## src/rtl/core/gbs_pkg.sv

```systemverilog
// shared types and constants for the binomial gather schedule block
`timescale 1ns / 1ps

package gbs_pkg;

    localparam int RANK_W    = 10;
    localparam int SIZE_W    = 11;
    localparam int COUNT_W   = 31;
    localparam int KIND_W    = 3;
    localparam int MAX_RANKS = 1024;
    localparam int QUEUE_DEPTH = 2;

    localparam logic [KIND_W-1:0] KIND_NONE      = 3'd0;
    localparam logic [KIND_W-1:0] KIND_COPY      = 3'd1;
    localparam logic [KIND_W-1:0] KIND_RECV      = 3'd2;
    localparam logic [KIND_W-1:0] KIND_RECV_SPLIT = 3'd3;
    localparam logic [KIND_W-1:0] KIND_RECV_TEMP = 3'd4;
    localparam logic [KIND_W-1:0] KIND_SEND      = 3'd5;
    localparam logic [KIND_W-1:0] KIND_SEND_TEMP = 3'd6;

    localparam logic CFG_GROUP_SIZE = 1'b0;
    localparam logic CFG_OWN_RANK   = 1'b1;

    typedef struct packed {
        logic [RANK_W-1:0]  root_rank;
        logic [COUNT_W-1:0] elem_count;
        logic               in_place;
    } req_t;

    typedef struct packed {
        logic [KIND_W-1:0] step_kind;
        logic [RANK_W-1:0] peer_rank;
        logic [RANK_W-1:0] first_offset;
        logic [SIZE_W-1:0] first_length;
        logic [RANK_W-1:0] second_offset;
        logic [SIZE_W-1:0] second_length;
        logic              last_step;
    } step_t;

    // classified request handed from front to back
    typedef struct packed {
        logic [SIZE_W-1:0] group;
        logic [RANK_W-1:0] me;
        logic [RANK_W-1:0] root;
        logic [RANK_W-1:0] rel;
        logic              is_root;
        logic              zero;
        logic              in_place;
    } job_t;

endpackage

```

## src/rtl/core/gbs_front.sv

```systemverilog
// front end: takes a request, reduces ranks modulo the group size, classifies it
`timescale 1ns / 1ps

module gbs_front (
    input  logic                       clk,
    input  logic                       rst_n,
    input  logic                       start,
    input  gbs_pkg::req_t              req,
    output logic                       busy,
    input  logic [gbs_pkg::SIZE_W-1:0] group_size,
    input  logic [gbs_pkg::RANK_W-1:0] own_rank,
    input  logic                       queue_full,
    output logic                       push,
    output gbs_pkg::job_t              job
);
    import gbs_pkg::*;

    localparam logic [1:0] F_IDLE = 2'd0;
    localparam logic [1:0] F_CALC = 2'd1;
    localparam logic [1:0] F_PUSH = 2'd2;
    localparam int CNT_W = $clog2(RANK_W);
    localparam logic [CNT_W-1:0] CNT_LAST = CNT_W'(RANK_W - 1);
    localparam logic [SIZE_W-1:0] G_MAX = SIZE_W'(MAX_RANKS);

    logic [1:0]        state_reg, state_next;
    logic [CNT_W-1:0]  cnt_reg, cnt_next;
    logic [SIZE_W-1:0] g_reg, g_next;
    logic [RANK_W-1:0] div_root_reg, div_root_next;
    logic [RANK_W-1:0] div_me_reg, div_me_next;
    logic [RANK_W-1:0] rem_root_reg, rem_root_next;
    logic [RANK_W-1:0] rem_me_reg, rem_me_next;
    logic              zero_reg, zero_next;
    logic              inplace_reg, inplace_next;

    logic [SIZE_W-1:0] g_clean;
    logic [SIZE_W-1:0] t_root, t_me;
    logic [SIZE_W-1:0] sum_rel;

    assign busy = (state_reg != F_IDLE);

    always_comb
    begin
        if (group_size == '0)
            g_clean = SIZE_W'(1);
        else if (group_size > G_MAX)
            g_clean = G_MAX;
        else
            g_clean = group_size;
    end

    // one restoring step per cycle for each remainder
    assign t_root = {rem_root_reg, div_root_reg[RANK_W-1]};
    assign t_me   = {rem_me_reg, div_me_reg[RANK_W-1]};

    assign sum_rel = {1'b0, rem_me_reg} + g_reg - {1'b0, rem_root_reg};

    always_comb
    begin
        job.group    = g_reg;
        job.me       = rem_me_reg;
        job.root     = rem_root_reg;
        job.rel      = (rem_me_reg >= rem_root_reg) ? rem_me_reg - rem_root_reg
                                                    : sum_rel[RANK_W-1:0];
        job.is_root  = (rem_me_reg == rem_root_reg);
        job.zero     = zero_reg;
        job.in_place = inplace_reg;
    end

    always_comb
    begin
        state_next    = state_reg;
        cnt_next      = cnt_reg;
        g_next        = g_reg;
        div_root_next = div_root_reg;
        div_me_next   = div_me_reg;
        rem_root_next = rem_root_reg;
        rem_me_next   = rem_me_reg;
        zero_next     = zero_reg;
        inplace_next  = inplace_reg;
        push          = 1'b0;
        unique case (state_reg)
            F_IDLE:
            begin
                if (start)
                begin
                    state_next    = F_CALC;
                    cnt_next      = '0;
                    g_next        = g_clean;
                    div_root_next = req.root_rank;
                    div_me_next   = own_rank;
                    rem_root_next = '0;
                    rem_me_next   = '0;
                    zero_next     = (req.elem_count == '0);
                    inplace_next  = req.in_place;
                end
            end
            F_CALC:
            begin
                rem_root_next = (t_root >= g_reg) ? RANK_W'(t_root - g_reg)
                                                  : t_root[RANK_W-1:0];
                rem_me_next   = (t_me >= g_reg) ? RANK_W'(t_me - g_reg)
                                                : t_me[RANK_W-1:0];
                div_root_next = {div_root_reg[RANK_W-2:0], 1'b0};
                div_me_next   = {div_me_reg[RANK_W-2:0], 1'b0};
                cnt_next      = cnt_reg + CNT_W'(1);
                if (cnt_reg == CNT_LAST)
                    state_next = F_PUSH;
            end
            F_PUSH:
            begin
                if (!queue_full)
                begin
                    push       = 1'b1;
                    state_next = F_IDLE;
                end
            end
            default:
            begin
                state_next = F_IDLE;
            end
        endcase
    end

    always_ff @(posedge clk or negedge rst_n)
    begin
        if (!rst_n)
            state_reg <= F_IDLE;
        else
            state_reg <= state_next;
    end

    always_ff @(posedge clk)
    begin
        cnt_reg      <= cnt_next;
        g_reg        <= g_next;
        div_root_reg <= div_root_next;
        div_me_reg   <= div_me_next;
        rem_root_reg <= rem_root_next;
        rem_me_reg   <= rem_me_next;
        zero_reg     <= zero_next;
        inplace_reg  <= inplace_next;
    end

endmodule

```

## src/rtl/core/gbs_queue.sv

```systemverilog
// short job queue between the front end and the step generator
`timescale 1ns / 1ps

module gbs_queue (
    input  logic          clk,
    input  logic          rst_n,
    input  logic          push,
    input  gbs_pkg::job_t push_data,
    output logic          full,
    input  logic          pop,
    output logic          valid,
    output gbs_pkg::job_t pop_data
);
    import gbs_pkg::*;

    localparam int PTR_W = $clog2(QUEUE_DEPTH);
    localparam int CNT_W = $clog2(QUEUE_DEPTH + 1);

    job_t             entry_reg [QUEUE_DEPTH];
    logic [PTR_W-1:0] wr_ptr_reg, wr_ptr_next;
    logic [PTR_W-1:0] rd_ptr_reg, rd_ptr_next;
    logic [CNT_W-1:0] count_reg, count_next;
    logic             do_push, do_pop;

    assign full     = (count_reg == CNT_W'(QUEUE_DEPTH));
    assign valid    = (count_reg != '0);
    assign pop_data = entry_reg[rd_ptr_reg];
    assign do_push  = push && !full;
    assign do_pop   = pop && valid;

    always_comb
    begin
        wr_ptr_next = wr_ptr_reg;
        rd_ptr_next = rd_ptr_reg;
        count_next  = count_reg;
        if (do_push)
            wr_ptr_next = (wr_ptr_reg == PTR_W'(QUEUE_DEPTH - 1)) ? '0
                                                                  : wr_ptr_reg + PTR_W'(1);
        if (do_pop)
            rd_ptr_next = (rd_ptr_reg == PTR_W'(QUEUE_DEPTH - 1)) ? '0
                                                                  : rd_ptr_reg + PTR_W'(1);
        if (do_push && !do_pop)
            count_next = count_reg + CNT_W'(1);
        else if (do_pop && !do_push)
            count_next = count_reg - CNT_W'(1);
    end

    always_ff @(posedge clk or negedge rst_n)
    begin
        if (!rst_n)
        begin
            wr_ptr_reg <= '0;
            rd_ptr_reg <= '0;
            count_reg  <= '0;
        end
        else
        begin
            wr_ptr_reg <= wr_ptr_next;
            rd_ptr_reg <= rd_ptr_next;
            count_reg  <= count_next;
        end
    end

    always_ff @(posedge clk)
    begin
        if (do_push)
            entry_reg[wr_ptr_reg] <= push_data;
    end

endmodule

```

## src/rtl/core/gbs_back.sv

```systemverilog
// back end: walks the binomial rounds, emits a step for each round with a peer and takes a new job only when idle
`timescale 1ns / 1ps

module gbs_back (
    input  logic          clk,
    input  logic          rst_n,
    input  logic          job_valid,
    input  gbs_pkg::job_t job,
    output logic          job_pop,
    output gbs_pkg::step_t step,
    output logic          step_valid
);
    import gbs_pkg::*;

    localparam logic [1:0] S_IDLE  = 2'd0;
    localparam logic [1:0] S_NONE  = 2'd1;
    localparam logic [1:0] S_COPY  = 2'd2;
    localparam logic [1:0] S_ROUND = 2'd3;
    localparam int W = SIZE_W + 1;

    logic [1:0]        state_reg, state_next;
    job_t              job_reg, job_next;
    logic [SIZE_W-1:0] mask_reg, mask_next;
    logic [SIZE_W-1:0] temp_reg, temp_next;
    step_t             step_reg, step_next;
    logic              step_valid_reg, step_valid_next;

    logic [W-1:0] g12, m12, root12, me12, rel12, temp12;
    logic [W-1:0] src12, peer_sum, peer_w, dst_sum, dst_w;
    logic [W-1:0] blks_r, start_u, end_u, start_w, end_w, first_r, second_r;
    logic [W-1:0] blks_nr;
    logic         src_ok, hit, direct, root_last, single;

    assign g12    = {1'b0, job_reg.group};
    assign m12    = {1'b0, mask_reg};
    assign root12 = {2'b0, job_reg.root};
    assign me12   = {2'b0, job_reg.me};
    assign rel12  = {2'b0, job_reg.rel};
    assign temp12 = {1'b0, temp_reg};

    assign hit    = ((rel12 & m12) != '0);
    assign src12  = rel12 | m12;
    assign src_ok = (src12 < g12);

    assign peer_sum = src12 + root12;
    assign peer_w   = (peer_sum >= g12) ? peer_sum - g12 : peer_sum;
    assign dst_sum  = (rel12 ^ m12) + root12;
    assign dst_w    = (dst_sum >= g12) ? dst_sum - g12 : dst_sum;

    // root side: child subtree may run past the group end and wrap to slot 0
    assign blks_r   = ({m12[W-2:0], 1'b0} > g12) ? g12 - m12 : m12;
    assign start_u  = me12 + m12;
    assign end_u    = start_u + blks_r;
    assign start_w  = (start_u >= g12) ? start_u - g12 : start_u;
    assign end_w    = (end_u >= g12) ? end_u - g12 : end_u;
    assign direct   = (end_u == g12) || (start_w < end_w);
    assign first_r  = g12 - root12 - m12;
    assign second_r = blks_r - first_r;

    // non-root side: subtree clipped at the group end
    assign blks_nr  = ((src12 + m12) > g12) ? g12 - src12 : m12;

    assign root_last = ({m12[W-2:0], 1'b0} >= g12);
    assign single    = (job_reg.group == SIZE_W'(1));

    assign step       = step_reg;
    assign step_valid = step_valid_reg;

    always_comb
    begin
        state_next      = state_reg;
        job_next        = job_reg;
        mask_next       = mask_reg;
        temp_next       = temp_reg;
        step_next       = '0;
        step_valid_next = 1'b0;
        job_pop         = 1'b0;
        unique case (state_reg)
            S_IDLE:
            begin
                if (job_valid)
                begin
                    job_pop   = 1'b1;
                    job_next  = job;
                    mask_next = SIZE_W'(1);
                    temp_next = '0;
                    if (job.zero)
                        state_next = S_NONE;
                    else if (job.is_root && !job.in_place)
                        state_next = S_COPY;
                    else if (job.is_root && job.group == SIZE_W'(1))
                        state_next = S_NONE;
                    else
                        state_next = S_ROUND;
                end
            end
            S_NONE:
            begin
                step_valid_next     = 1'b1;
                step_next.step_kind = KIND_NONE;
                step_next.last_step = 1'b1;
                state_next          = S_IDLE;
            end
            S_COPY:
            begin
                step_valid_next        = 1'b1;
                step_next.step_kind    = KIND_COPY;
                step_next.peer_rank    = job_reg.me;
                step_next.first_offset = job_reg.me;
                step_next.first_length = SIZE_W'(1);
                step_next.last_step    = single;
                state_next             = single ? S_IDLE : S_ROUND;
            end
            S_ROUND:
            begin
                mask_next = {mask_reg[SIZE_W-2:0], 1'b0};
                if (hit)
                begin
                    // lowest set bit of the relative rank: send up and finish
                    step_valid_next        = 1'b1;
                    step_next.peer_rank    = dst_w[RANK_W-1:0];
                    step_next.first_length = SIZE_W'(1);
                    step_next.last_step    = 1'b1;
                    if (temp_reg == '0)
                        step_next.step_kind = KIND_SEND;
                    else
                    begin
                        step_next.step_kind     = KIND_SEND_TEMP;
                        step_next.second_length = temp_reg;
                    end
                    state_next = S_IDLE;
                end
                else if (src_ok)
                begin
                    step_valid_next     = 1'b1;
                    step_next.peer_rank = peer_w[RANK_W-1:0];
                    if (job_reg.is_root)
                    begin
                        step_next.last_step = root_last;
                        if (direct)
                        begin
                            step_next.step_kind    = KIND_RECV;
                            step_next.first_offset = start_w[RANK_W-1:0];
                            step_next.first_length = blks_r[SIZE_W-1:0];
                        end
                        else
                        begin
                            step_next.step_kind     = KIND_RECV_SPLIT;
                            step_next.first_offset  = RANK_W'(root12 + m12);
                            step_next.first_length  = first_r[SIZE_W-1:0];
                            step_next.second_length = second_r[SIZE_W-1:0];
                        end
                        if (root_last)
                            state_next = S_IDLE;
                    end
                    else
                    begin
                        step_next.step_kind    = KIND_RECV_TEMP;
                        step_next.first_offset = RANK_W'(m12 - W'(1));
                        step_next.first_length = blks_nr[SIZE_W-1:0];
                        temp_next              = SIZE_W'(temp12 + blks_nr);
                    end
                end
            end
            default:
            begin
                state_next = S_IDLE;
            end
        endcase
    end

    always_ff @(posedge clk or negedge rst_n)
    begin
        if (!rst_n)
        begin
            state_reg      <= S_IDLE;
            step_valid_reg <= 1'b0;
            mask_reg       <= SIZE_W'(1);
            temp_reg       <= '0;
        end
        else
        begin
            state_reg      <= state_next;
            step_valid_reg <= step_valid_next;
            mask_reg       <= mask_next;
            temp_reg       <= temp_next;
        end
    end

    always_ff @(posedge clk)
    begin
        job_reg  <= job_next;
        step_reg <= step_next;
    end

endmodule

```

## src/rtl/core/binomial_gather_schedule_core.sv

```systemverilog
// top level: config registers, front end, job queue and step generator
// path: an accepted request passes the rank reduction, the queue and the step generator, whose step
//   output is registered; then one step per cycle, no step for a round with an absent child (1 to 11 steps)
// busy stays high through the bit-serial rank reduction and until the job is pushed into the queue;
//   the two-entry queue lets the next request start while steps still go out
// steps cannot be held off; reset clears control state, group_size to 1, own_rank to 0
`timescale 1ns / 1ps

module binomial_gather_schedule_core (
    input  logic                       clk,
    input  logic                       rst_n,
    input  logic                       start,
    input  gbs_pkg::req_t              req,
    output logic                       busy,
    output gbs_pkg::step_t             step,
    output logic                       step_valid,
    input  logic                       cfg_valid,
    output logic                       cfg_ready,
    input  logic                       cfg_index,
    input  logic [gbs_pkg::SIZE_W-1:0] cfg_data
);
    import gbs_pkg::*;

    logic [SIZE_W-1:0] group_size_reg, group_size_next;
    logic [RANK_W-1:0] own_rank_reg, own_rank_next;

    logic queue_full, push, job_valid, job_pop;
    job_t push_job, pop_job;

    assign cfg_ready = 1'b1;

    always_comb
    begin
        group_size_next = group_size_reg;
        own_rank_next   = own_rank_reg;
        if (cfg_valid)
        begin
            unique case (cfg_index)
                CFG_GROUP_SIZE: group_size_next = cfg_data;
                CFG_OWN_RANK:   own_rank_next   = cfg_data[RANK_W-1:0];
                default:        group_size_next = group_size_reg;
            endcase
        end
    end

    always_ff @(posedge clk or negedge rst_n)
    begin
        if (!rst_n)
        begin
            group_size_reg <= SIZE_W'(1);
            own_rank_reg   <= '0;
        end
        else
        begin
            group_size_reg <= group_size_next;
            own_rank_reg   <= own_rank_next;
        end
    end

    gbs_front u_front (
        .clk        (clk),
        .rst_n      (rst_n),
        .start      (start),
        .req        (req),
        .busy       (busy),
        .group_size (group_size_reg),
        .own_rank   (own_rank_reg),
        .queue_full (queue_full),
        .push       (push),
        .job        (push_job)
    );

    gbs_queue u_queue (
        .clk       (clk),
        .rst_n     (rst_n),
        .push      (push),
        .push_data (push_job),
        .full      (queue_full),
        .pop       (job_pop),
        .valid     (job_valid),
        .pop_data  (pop_job)
    );

    gbs_back u_back (
        .clk        (clk),
        .rst_n      (rst_n),
        .job_valid  (job_valid),
        .job        (pop_job),
        .job_pop    (job_pop),
        .step       (step),
        .step_valid (step_valid)
    );

endmodule

```

## config.mk

```make
export PLATFORM = sky130hd
export DESIGN_NAME = binomial_gather_schedule_core
export DESIGN_NICKNAME = d
export VERILOG_FILES = /design/src/rtl/core/gbs_pkg.sv /design/src/rtl/core/gbs_front.sv /design/src/rtl/core/gbs_queue.sv /design/src/rtl/core/gbs_back.sv /design/src/rtl/core/binomial_gather_schedule_core.sv
export SDC_FILE = /design/constraint.sdc
export NUM_CORES = 1
export LEC_CHECK = 0
export BUFFER_PORTS_ARGS = -buffer_cell sky130_fd_sc_hd__buf_2
export CELL_PAD_IN_SITES_DETAIL_PLACEMENT = 1
export CELL_PAD_IN_SITES_GLOBAL_PLACEMENT = 1
export CORE_AREA = 2 2 212 214
export CTS_BUF_LIST = sky130_fd_sc_hd__clkbuf_4
export DETAILED_ROUTE_END_ITERATION = 7
export DIE_AREA = 0 0 214 216
export PLACE_DENSITY_LB_ADDON = 0.25
export SLEW_MARGIN = 20
export SYNTH_ARGS = -nofsm -noshare
export SYNTH_HDL_FRONTEND = slang
export SYNTH_HIERARCHICAL = 1
export SYNTH_SLANG_ARGS = --single-unit
```

## constraint.sdc

```tcl
create_clock -name clk -period 10.14 [get_ports clk]
set_input_delay 0.507 -clock clk [delete_from_list [all_inputs] [get_ports clk]]
set_output_delay 0.507 -clock clk [all_outputs]
set_load 0.02 [all_outputs]
```

==> Word-level counts from Yosys, hierarchy flattened <==
Memory sizes are Yosys's and may differ from the RTL's.
Index checks and enable logic that the tools add are counted.
{ "totals": {"n_memories": 1, "mem_bits_rw": 88, "regBits": 197, "in_bits": 58} }
{ "classes": {"bitwise": 4, "n_addsub": 27, "muxes": 70, "magnitude_cmp": 13, "n_eq_ne": 21, "n_reduce_logical": 33} }
{ "mem_list": {"columns": ["name", "words", "word_bits", "read_ports", "rd_ports_with_merged_regs", "wr", "line", "source"], "rows": [
  ["u_queue.entry_reg", 2, 44, 1, 0, 1, "gbs_queue.sv:19", "job_t entry_reg [QUEUE_DEPTH];"]
]} }
{ "ops": {"columns": ["cell", "n"], "rows": [
  ["$mux 11", 10],
  ["$mux 10", 9],
  ["$pmux 10 s2", 4],
  ["$mux 12", 6],
  ["$pmux 31 s2", 1],
  ["$ge 12x11->1", 5],
  ["$sub 10x10->10", 6],
  ["$pmux 11 s2", 2],
  ["$mux 21", 2],
  ["$mux 34", 1],
  ["$sub 11x11->11", 3],
  ["$logic_not 31->1", 1],
  ["$mux 2", 15],
  ["$add 11x10->12", 2],
  ["$gt 12x11->1", 2],
  ["$sub 12x11->12", 2],
  ["$eq 11x1->1 const B", 2],
  ["$ge 11x11->1", 2],
  ["$logic_not 11->1", 2],
  ["$add 10x10->10", 2],
  ["$mux 13", 1],
  ["$add 10x11->12", 1],
  ["$add 11x11->12", 1],
  ["$add 12x12->12", 1],
  ["44 further kinds", 85]
]} }

==> Longest topological paths before layout <==
Gate-level depths: netlist of the first run.
{ "logic_depth": {"depth_word": 12, "ltp_mapped": 42, "mapped_depth_nobuf": 39} }

==> Cells and area by module <==
The synthesis of the first run kept the hierarchy.
{ "modules_own_cells": {"columns": ["module", "cells_per_inst", "area_each_um2", "instances", "seq_area_each_um2"], "rows": [
  ["gbs_back", 1477, 12878.6, 1, 2808.9],
  ["gbs_front", 515, 4874.7, 1, 1761.7],
  ["gbs_queue", 156, 3575.9, 1, 2742.6],
  ["binomial_gather_schedule_core", 47, 805.8, 1, 526.8]
]} }

==> Worst setup path before layout of the first run <==
No wires, ideal clock.
{ "synth_timing": {"kind": "register -> register", "start": "register u_back.job_reg, in the netlist u_back/g12[1]", "end": "register u_back.step_reg, in the netlist u_back/step[33]", "setup_slack_ps": 1772, "path_stages_with_launch": 41, "required_time_ps": 10018, "arrival_ps": 8247, "cell_sequence": "edfxtp_1 -> inv_1 -> ha_1 -> and4b_1 -> a211oi_1 -> nor3_1 -> o21ai_1 -> clkbuf_1 -> nand2_1 -> o21ai_0 -> ha_1 -> inv_1 -> fa_1 -> nor2b_1 -> o21ai_1 -> a21boi_0 -> o21a_1 -> nor2_1 -> [... 5 more ...] -> and4_1 -> and3_1 -> a211oi_2 -> nor2b_1 -> nand2_1 -> o31a_1 -> a32oi_1 -> ha_1 -> a21oi_1 -> o21ai_0 -> a2111oi_0 -> o211ai_1 -> a311oi_1 -> nand3_1 -> mux2i_1 -> buf_6 -> nor3_4 -> a221o_1"} }
{ "synth_lines": {"columns": ["item", "line", "source"], "rows": [
  ["from (decl)", "gbs_back.sv:22", "job_t job_reg, job_next;"],
  ["from (signal assigned)", "gbs_back.sv:192", "job_reg <= job_next;"],
  ["to (signal assigned)", "gbs_back.sv:193", "step_reg <= step_next;"],
  ["to (decl)", "gbs_back.sv:25", "step_t step_reg, step_next;"]
]} }

==> flow_summary_export.csv, run 1 <==
group,metric,value,unit
floorplan,die-height,216,um
clock_tree,longest_clk_path_bufs,3,
clock_tree,tritoncts,"built",
routing,routed_wire_length_per_instance,25.07,um
sta,hold_violations,0,
floorplan,floorplan.rows,77,
clock_tree,cts_num_sinks,285,
layout,largest_register_ffs,88,
floorplan,io-pin-count,117,
floorplan,die-width,214,um
global_route,grt_pass1_wl,116100,um
synth,syn_area_per_cell,10.08,um^2
synth,seq_area_frac_synth,0.3542,
routing,antenna_left,0,
synth,synth_cells,2195,
critical_path,worstPathRequired,10.84,ns
layout,final_net_count,2745,
floorplan,start_util,0.5050,
synth,synth_mux_area_frac,0.06331,
sta,setup_ws,0.7830,ns
sta,max_freq,0.1069,GHz
sta,grt_setup_unrepaired,"false",
routing,dr_total_vias,18060,
critical_path,worst_setup_path_start_kind,"register",
clock_tree,clk_latency,0.87,ns
synth,synth.distinct_cells,102,
routing,initialDrtViolationCount,1079,
floorplan,core,43840,um^2
synth,async_flop_share,0.1825,
sta,finalClockSkew,0.08800,ns
clock_tree,tritoncts.num_buffers,80,
critical_path,crit_path_max_incr_delay,0.56,ns
sta,setup_tns,0,ns
critical_path,endpoint_kind,"register",
critical_path,worst-setup-path-type,"reg -> reg",
critical_path,crit_path_max_fanout,14,
synth,synth_top_cells_by_count,"sky130_fd_sc_hd__ha_1 (268), sky130_fd_sc_hd__edfxtp_1 (187), sky130_fd_sc_hd__nand2_1 (183), sky130_fd_sc_hd__inv_1 (174), sky130_fd_sc_hd__o21ai_0 (136)",
clock_tree,cts.root.buffer_cell,"sky130_fd_sc_hd__clkbuf_4",
placement,globalplace.congestion,0.9651,
synth,post_synth_fa_ha_maj_area_fraction,0.1831,
routing,dr.pass1.iters,5,
placement,place.port_buffers,105,
synth,post_synth_main_area_contributors,"sky130_fd_sc_hd__edfxtp_1 (25%), sky130_fd_sc_hd__ha_1 (15%), sky130_fd_sc_hd__dfrtp_1 (5.7%)",
synth,synth_xor_area_frac,0.06489,
sta,report.final.setup_viol,0,
sta,finalCriticalPeriod,9.357,ns
sta,timing.final.max_slew_violations,0,
global_route,number_of_global_route_vias_before_repair,19500,
synth,yosys_warnings,6,
outcome,run_status,"complete, no violations",
global_route,grt_antenna_before_repair,2,
routing,drt_wl_total,76240,um
critical_path,cpMostUsedCell,"sky130_fd_sc_hd__ha_1",
sta,min_period_over_period,0.9228,
synth,synth_simple_gate_area_frac,0.1243,
critical_path,arrival,10.06,ns
placement,pre_cts_ws,0.7171,ns
global_route,globalRouteTotalUtil,0.3299,
sta,timing.slew.headroom,0.2941,
clock_tree,cts.clk_slew.worst_paths,0.06,ns
synth,ys.flop_type,"sky130_fd_sc_hd__edfxtp_1",
floorplan,dieArea,46220,um^2
layout,flow.area_growth_from_synthesis,11.27,%
synth,synth-edff-count,187,
clock_tree,htree_num_levels,3,
hold_path,min_path_type,"in -> reg",
synth,main_combinational_cell_family_by_area_after_synthesis,"adder cells",
layout,layout-drive-gt1-share,0.1582,
synth,yosysTopAreaCell,"sky130_fd_sc_hd__edfxtp_1",
routing,routed_via_density,5.937,
sta,worst_pin_slew,1.059,ns
critical_path,critPathSlowestCell,"sky130_fd_sc_hd__or4_1",
critical_path,critPathBufInv,3,
synth,post_synthesis_compound_gate_area_fraction,0.1613,
critical_path,worst_path_dominant_cell_family,"compound AO/OA/AOI/OAI gates",
synth,yosysTopAreaCellShare,0.2537,
synth,synth_cell_area,22130,um^2
global_route,largest_net_degree_at_the_start_of_global_routing,53,
placement,hpwlAfterDp,57490,um
synth,most_common_cell_in_the_synthesized_netlist,"sky130_fd_sc_hd__ha_1",
routing,drcViolationCount,0,
job,cap_violations,0,
global_route,grt.overflow.total,0,
synth,synth_seq_cells,285,
==> worst register-to-register path, delay by kind of cell, from the launching register on <==
family / cells / cell delay (ns)
adder cells (fa/ha/maj): 5 / 1.56
AND/OR/NAND/NOR: 10 / 1.94
buffers and inverters: 3 / 0.45
multiplexers: 2 / 0.44
flip-flops: 1 / 0.48
AO/OA/AOI/OAI: 19 / 4.39
==> cells by family after synthesis <==
| family | count (synthesis) |
|---|---|
| buffers and inverters | 239 |
| AND/OR/NAND/NOR | 554 |
| flip-flops | 285 |
| multiplexers | 116 |
| XOR/XNOR | 164 |
| adder cells (fa/ha/maj) | 303 |
| AO/OA/AOI/OAI | 532 |
| other | 2 |
==> routing by layer <==
| metal | GRT usage | wire (um) | part of all wire | up-vias |
|---|---|---|---|---|
| met5 | 0 | 0 | 0 | - |
| met1 | 0.3679 | 29300 | 0.38 | 8928 |
| met3 | 0.05511 | 3995 | 0.052 | 205 |
| met4 | 0.2086 | 4886 | 0.064 | 0 |
| li1 | - | - | - | 8335 |
| met2 | 0.5860 | 38060 | 0.50 | 587 |
==> cell type report <==
class | instances | area [um^2]
fillers | 4922 | 19210
multi-input cells | 1680 | 13300
flip-flops and latches | 285 | 7841
repair buffers | 162 | 1013
clock buffers | 120 | 900.9
well taps | 592 | 740.7
inverters | 175 | 656.9
clock inverters | 25 | 173.9
diodes | 2 | 5.005
==> metrics by stage <==
| stage | instances | hold WS [ns] | instance area, um^2 | util |
|---|---|---|---|---|
| after floorplan | 2204 | 0.2114 | 22170 | - |
| after global placement | 2870 | 0.4323 | 23290 | 0.5312 |
| after detailed placement | 2870 | 0.4406 | 23290 | 0.5312 |
| after CTS | 3039 | 0.05716 | 24600 | 0.5612 |
| after global routing | 3041 | 0.07012 | 24630 | 0.5618 |
| final | 3041 | 0.09365 | 24630 | 0.5618 |
==> placed cells by master (no fill, tap or decap), types with 10 or more instances in the layout <==
cell type and n:
sky130_fd_sc_hd__nor2_1 132, sky130_fd_sc_hd__a31oi_1 14, sky130_fd_sc_hd__edfxtp_1 187, sky130_fd_sc_hd__xor2_1 68, sky130_fd_sc_hd__dlygate4sd3_1 24, sky130_fd_sc_hd__mux2_4 40
sky130_fd_sc_hd__buf_4 33, sky130_fd_sc_hd__fa_1 35, sky130_fd_sc_hd__nand4_1 20, sky130_fd_sc_hd__nor2b_1 38, sky130_fd_sc_hd__clkinv_1 17, sky130_fd_sc_hd__dfxtp_1 46
sky130_fd_sc_hd__a21oi_1 118, sky130_fd_sc_hd__o21a_1 17, sky130_fd_sc_hd__o21bai_1 14, sky130_fd_sc_hd__o221ai_1 10, sky130_fd_sc_hd__mux2_2 32, sky130_fd_sc_hd__a22o_1 24
sky130_fd_sc_hd__inv_1 174, sky130_fd_sc_hd__a21o_1 49, sky130_fd_sc_hd__o22ai_1 10, sky130_fd_sc_hd__nand2_1 182, sky130_fd_sc_hd__nor3_1 36, sky130_fd_sc_hd__nand2b_1 28
sky130_fd_sc_hd__o21ai_1 13, sky130_fd_sc_hd__xnor2_1 96, sky130_fd_sc_hd__nor4_1 21, sky130_fd_sc_hd__o21ai_0 136, sky130_fd_sc_hd__mux2i_1 44, sky130_fd_sc_hd__clkbuf_4 120
sky130_fd_sc_hd__nand3_1 22, sky130_fd_sc_hd__a21boi_0 21, sky130_fd_sc_hd__conb_1 11, sky130_fd_sc_hd__buf_2 105, sky130_fd_sc_hd__ha_1 268, sky130_fd_sc_hd__dfrtp_1 49
==> what timing repair did <==
| action | CTS | global route |
|---|---|---|
| endpoints found under the setup margin | 0 | 17 |
| hold endpoints to repair | 83 | 0 |
| hold buffers | 24 | 0 |
| setup buffers | 0 | 0 |
| gates resized for setup | 0 | 2 |
==> worst paths after layout <==
kind / start / end / slack, ns / cells after the start
max: u_back/g12[9] / u_back/step[34] / 0.78 / 39
min: req[27] / u_front/zero_reg / 0.09 / 4
max reg2reg: u_back/g12[9] / u_back/step[34] / 0.78 / 39
min reg2reg: u_front/inplace_reg / u_queue/entry_reg[0][0] / 0.46 / 0
max in group asynchronous: rst_n / u_queue/rd_ptr_reg / 9.18 / 3
min in group asynchronous: rst_n / u_back/temp_reg[2] / 0.38 / 3
Power of run 1 is left out: the tool's default activity adds up to more than one toggle a clock period on the data nets, which glitch-free logic cannot reach.
==> inputs of run 2 (changes only) <==
- PLACE_DENSITY_LB_ADDON: 0.25 -> 0.1
==> run 2 against run 1 <==
Design area about the same. Register-to-register slack gained 0.07 ns. Largest cell class unchanged. First-iteration DRC count is 21% lower. Global-route usage is 1.0 points lower. Worst hold slack better by 0.073 ns. Die area unchanged. Setup slack improved by 0.073 ns. Sequential share of layout area is essentially flat. Critical path type unchanged.
==> flow_summary_export.csv, run 2 (synthesized netlist as in run 1, its figures left out) <==
group,metric,value,unit
clock_tree,cts.clk_slew.worst_paths,0.07,ns
floorplan,die-width,214,um
critical_path,worst_setup_path_start_kind,"register",
placement,place.port_buffers,105,
clock_tree,clk_latency,0.78,ns
global_route,globalRouteTotalUtil,0.3197,
layout,flow.area_growth_from_synthesis,11.20,%
clock_tree,tritoncts.num_buffers,79,
clock_tree,htree_num_levels,3,
sta,timing.slew.headroom,0.1831,
layout,largest_register_ffs,88,
layout,fillerInstances,4943,
sta,report.final.setup_viol,0,
sta,holdWs,0.1668,ns
clock_tree,tritoncts,"built",
layout,multi_input_comb_area,13300,um^2
sta,finalCriticalPeriod,9.284,ns
routing,dr.pass1.iters,5,
critical_path,worstPathRequired,10.79,ns
routing,routed_wire_length_per_instance,24.36,um
layout,mostFrequentLayoutCell,"sky130_fd_sc_hd__ha_1",
floorplan,io-pin-count,117,
floorplan,floorplan.rows,77,
layout,final_net_count,2742,
hold_path,min_path_type,"in -> reg",
routing,met1_wire_length,30100,um
placement,detailed_place.area,23270,um^2
layout,regArea,7841,um^2
clock_tree,cts_setup_buffers,0,
routing,dr_total_vias,17780,
layout,stdcell_area,24610,um^2
clock_tree,longest_clk_path_bufs,3,
floorplan,dieArea,46220,um^2
floorplan,start_util,0.5050,
floorplan,core,43840,um^2
placement,hpwlAfterDp,56870,um
routing,antenna_left,0,
outcome,run_status,"complete, no violations",
routing,drcViolationCount,0,
routing,initialDrtViolationCount,851,
global_route,largest_net_degree_at_the_start_of_global_routing,53,
routing,routed_via_density,5.847,
global_route,number_of_global_route_vias_before_repair,19170,
routing,met3_wirelength,2922,um
routing,drt_wl_total,74070,um
clock_tree,cts.root.buffer_cell,"sky130_fd_sc_hd__clkbuf_4",
critical_path,critPathSlowestCell,"sky130_fd_sc_hd__or4_1",
sta,max_freq,0.1077,GHz
critical_path,arrival,9.93,ns
global_route,grt_pass1_wl,112900,um
critical_path,crit_path_max_fanout,14,
routing,highest_metal_layer_with_signal_wires,"met4",
sta,min_period_over_period,0.9155,
sta,timing.final.max_slew_violations,0,
sta,finalClockSkew,0.03582,ns
routing,dr_wl_met2,37240,um
sta,grt_setup_unrepaired,"false",
critical_path,crit_path_max_incr_delay,0.57,ns
critical_path,worst-setup-path-type,"reg -> reg",
global_route,grt.overflow.total,0,
sta,worst_pin_slew,1.214,ns
job,cap_violations,0,
sta,hold_violations,0,
layout,layout_common_cells,"sky130_fd_sc_hd__ha_1 (268), sky130_fd_sc_hd__edfxtp_1 (187), sky130_fd_sc_hd__nand2_1 (182), sky130_fd_sc_hd__inv_1 (174), sky130_fd_sc_hd__o21ai_0 (136)",
layout,layout-drive-gt1-share,0.1598,
placement,globalplace.congestion,0.9681,
global_route,grt_antenna_before_repair,1,
sta,setup_tns,0,ns
floorplan,die-height,216,um
clock_tree,cts_num_sinks,285,
critical_path,endpoint_kind,"register",
run 2: changes by cell type in the layout (fill, tap and decap cells not counted), sizes merged:
| cell | previous run | this run |
|---|---|---|
| diode | 2 | 1 |
| clkbuf | 120 | 125 |
| clkinvlp | 2 | 1 |
| inv | 177 | 176 |
| bufinv | 2 | 1 |
| buf | 138 | 136 |
run 2: worst paths after layout:
kind	slack (ns)	start	endpoint	depth (start not counted)
max in group asynchronous	9.19	rst_n	u_queue/rd_ptr_reg	3
worst max register to register	0.86	u_back/g12[3]	u_back/step[33]	41
worst max-delay path	0.86	u_back/g12[3]	u_back/step[33]	41
worst min register to register	0.45	u_front/zero_reg	u_queue/entry_reg[1][1]	0
worst min-delay path	0.17	req[27]	u_front/zero_reg	4
min in group asynchronous	0.41	rst_n	u_back/temp_reg[0]	3
run 2: metal layers:
metal / GRT usage / up-vias
met3: 0.04440 / 180
met1: 0.3704 / 8780
li1: - / 8344
met4: 0.1734 / 0
met5: 0 / -
met2: 0.5716 / 471
run 2: critical path: cells and delay by family (launching register included):
| kind | cells | cell delay, ns |
|---|---|---|
| buf+inv | 6 | 1.01 |
| fa+ha+maj | 5 | 1.52 |
| mux | 3 | 0.61 |
| compound gates | 15 | 3.23 |
| simple gates | 12 | 2.24 |
| flops | 1 | 0.52 |
run 2: timing repair:
action / in CTS / in global routing
resized for setup: 0 / 5
setup endpoints to repair: 0 / 32
hold buffers: 24 / 0
endpoints found under the hold margin: 83 / 0
run 2: metrics by stage:
stage	setup WS (ns)	util	instances
detailed placement	0.7211	0.5309	2868
floorplan	1.772	-	2204
CTS	0.6606	0.5608	3039
finish	0.8564	0.5615	3040
global placement	0.9823	0.5309	2868
global route	0.05875	0.5615	3040
run 2: cell type report:
cell class / instances / area share
inverters: 175 / 0.02669
clock inverters: 22 / 0.005388
well taps: 592 / 0.03009
flip-flops and latches: 285 / 0.3186
clock buffers: 125 / 0.03813
multi-input cells: 1680 / 0.5405
diodes: 1 / 0.0001017
repair buffers: 160 / 0.04057
Power of run 2 is left out for the same reason.
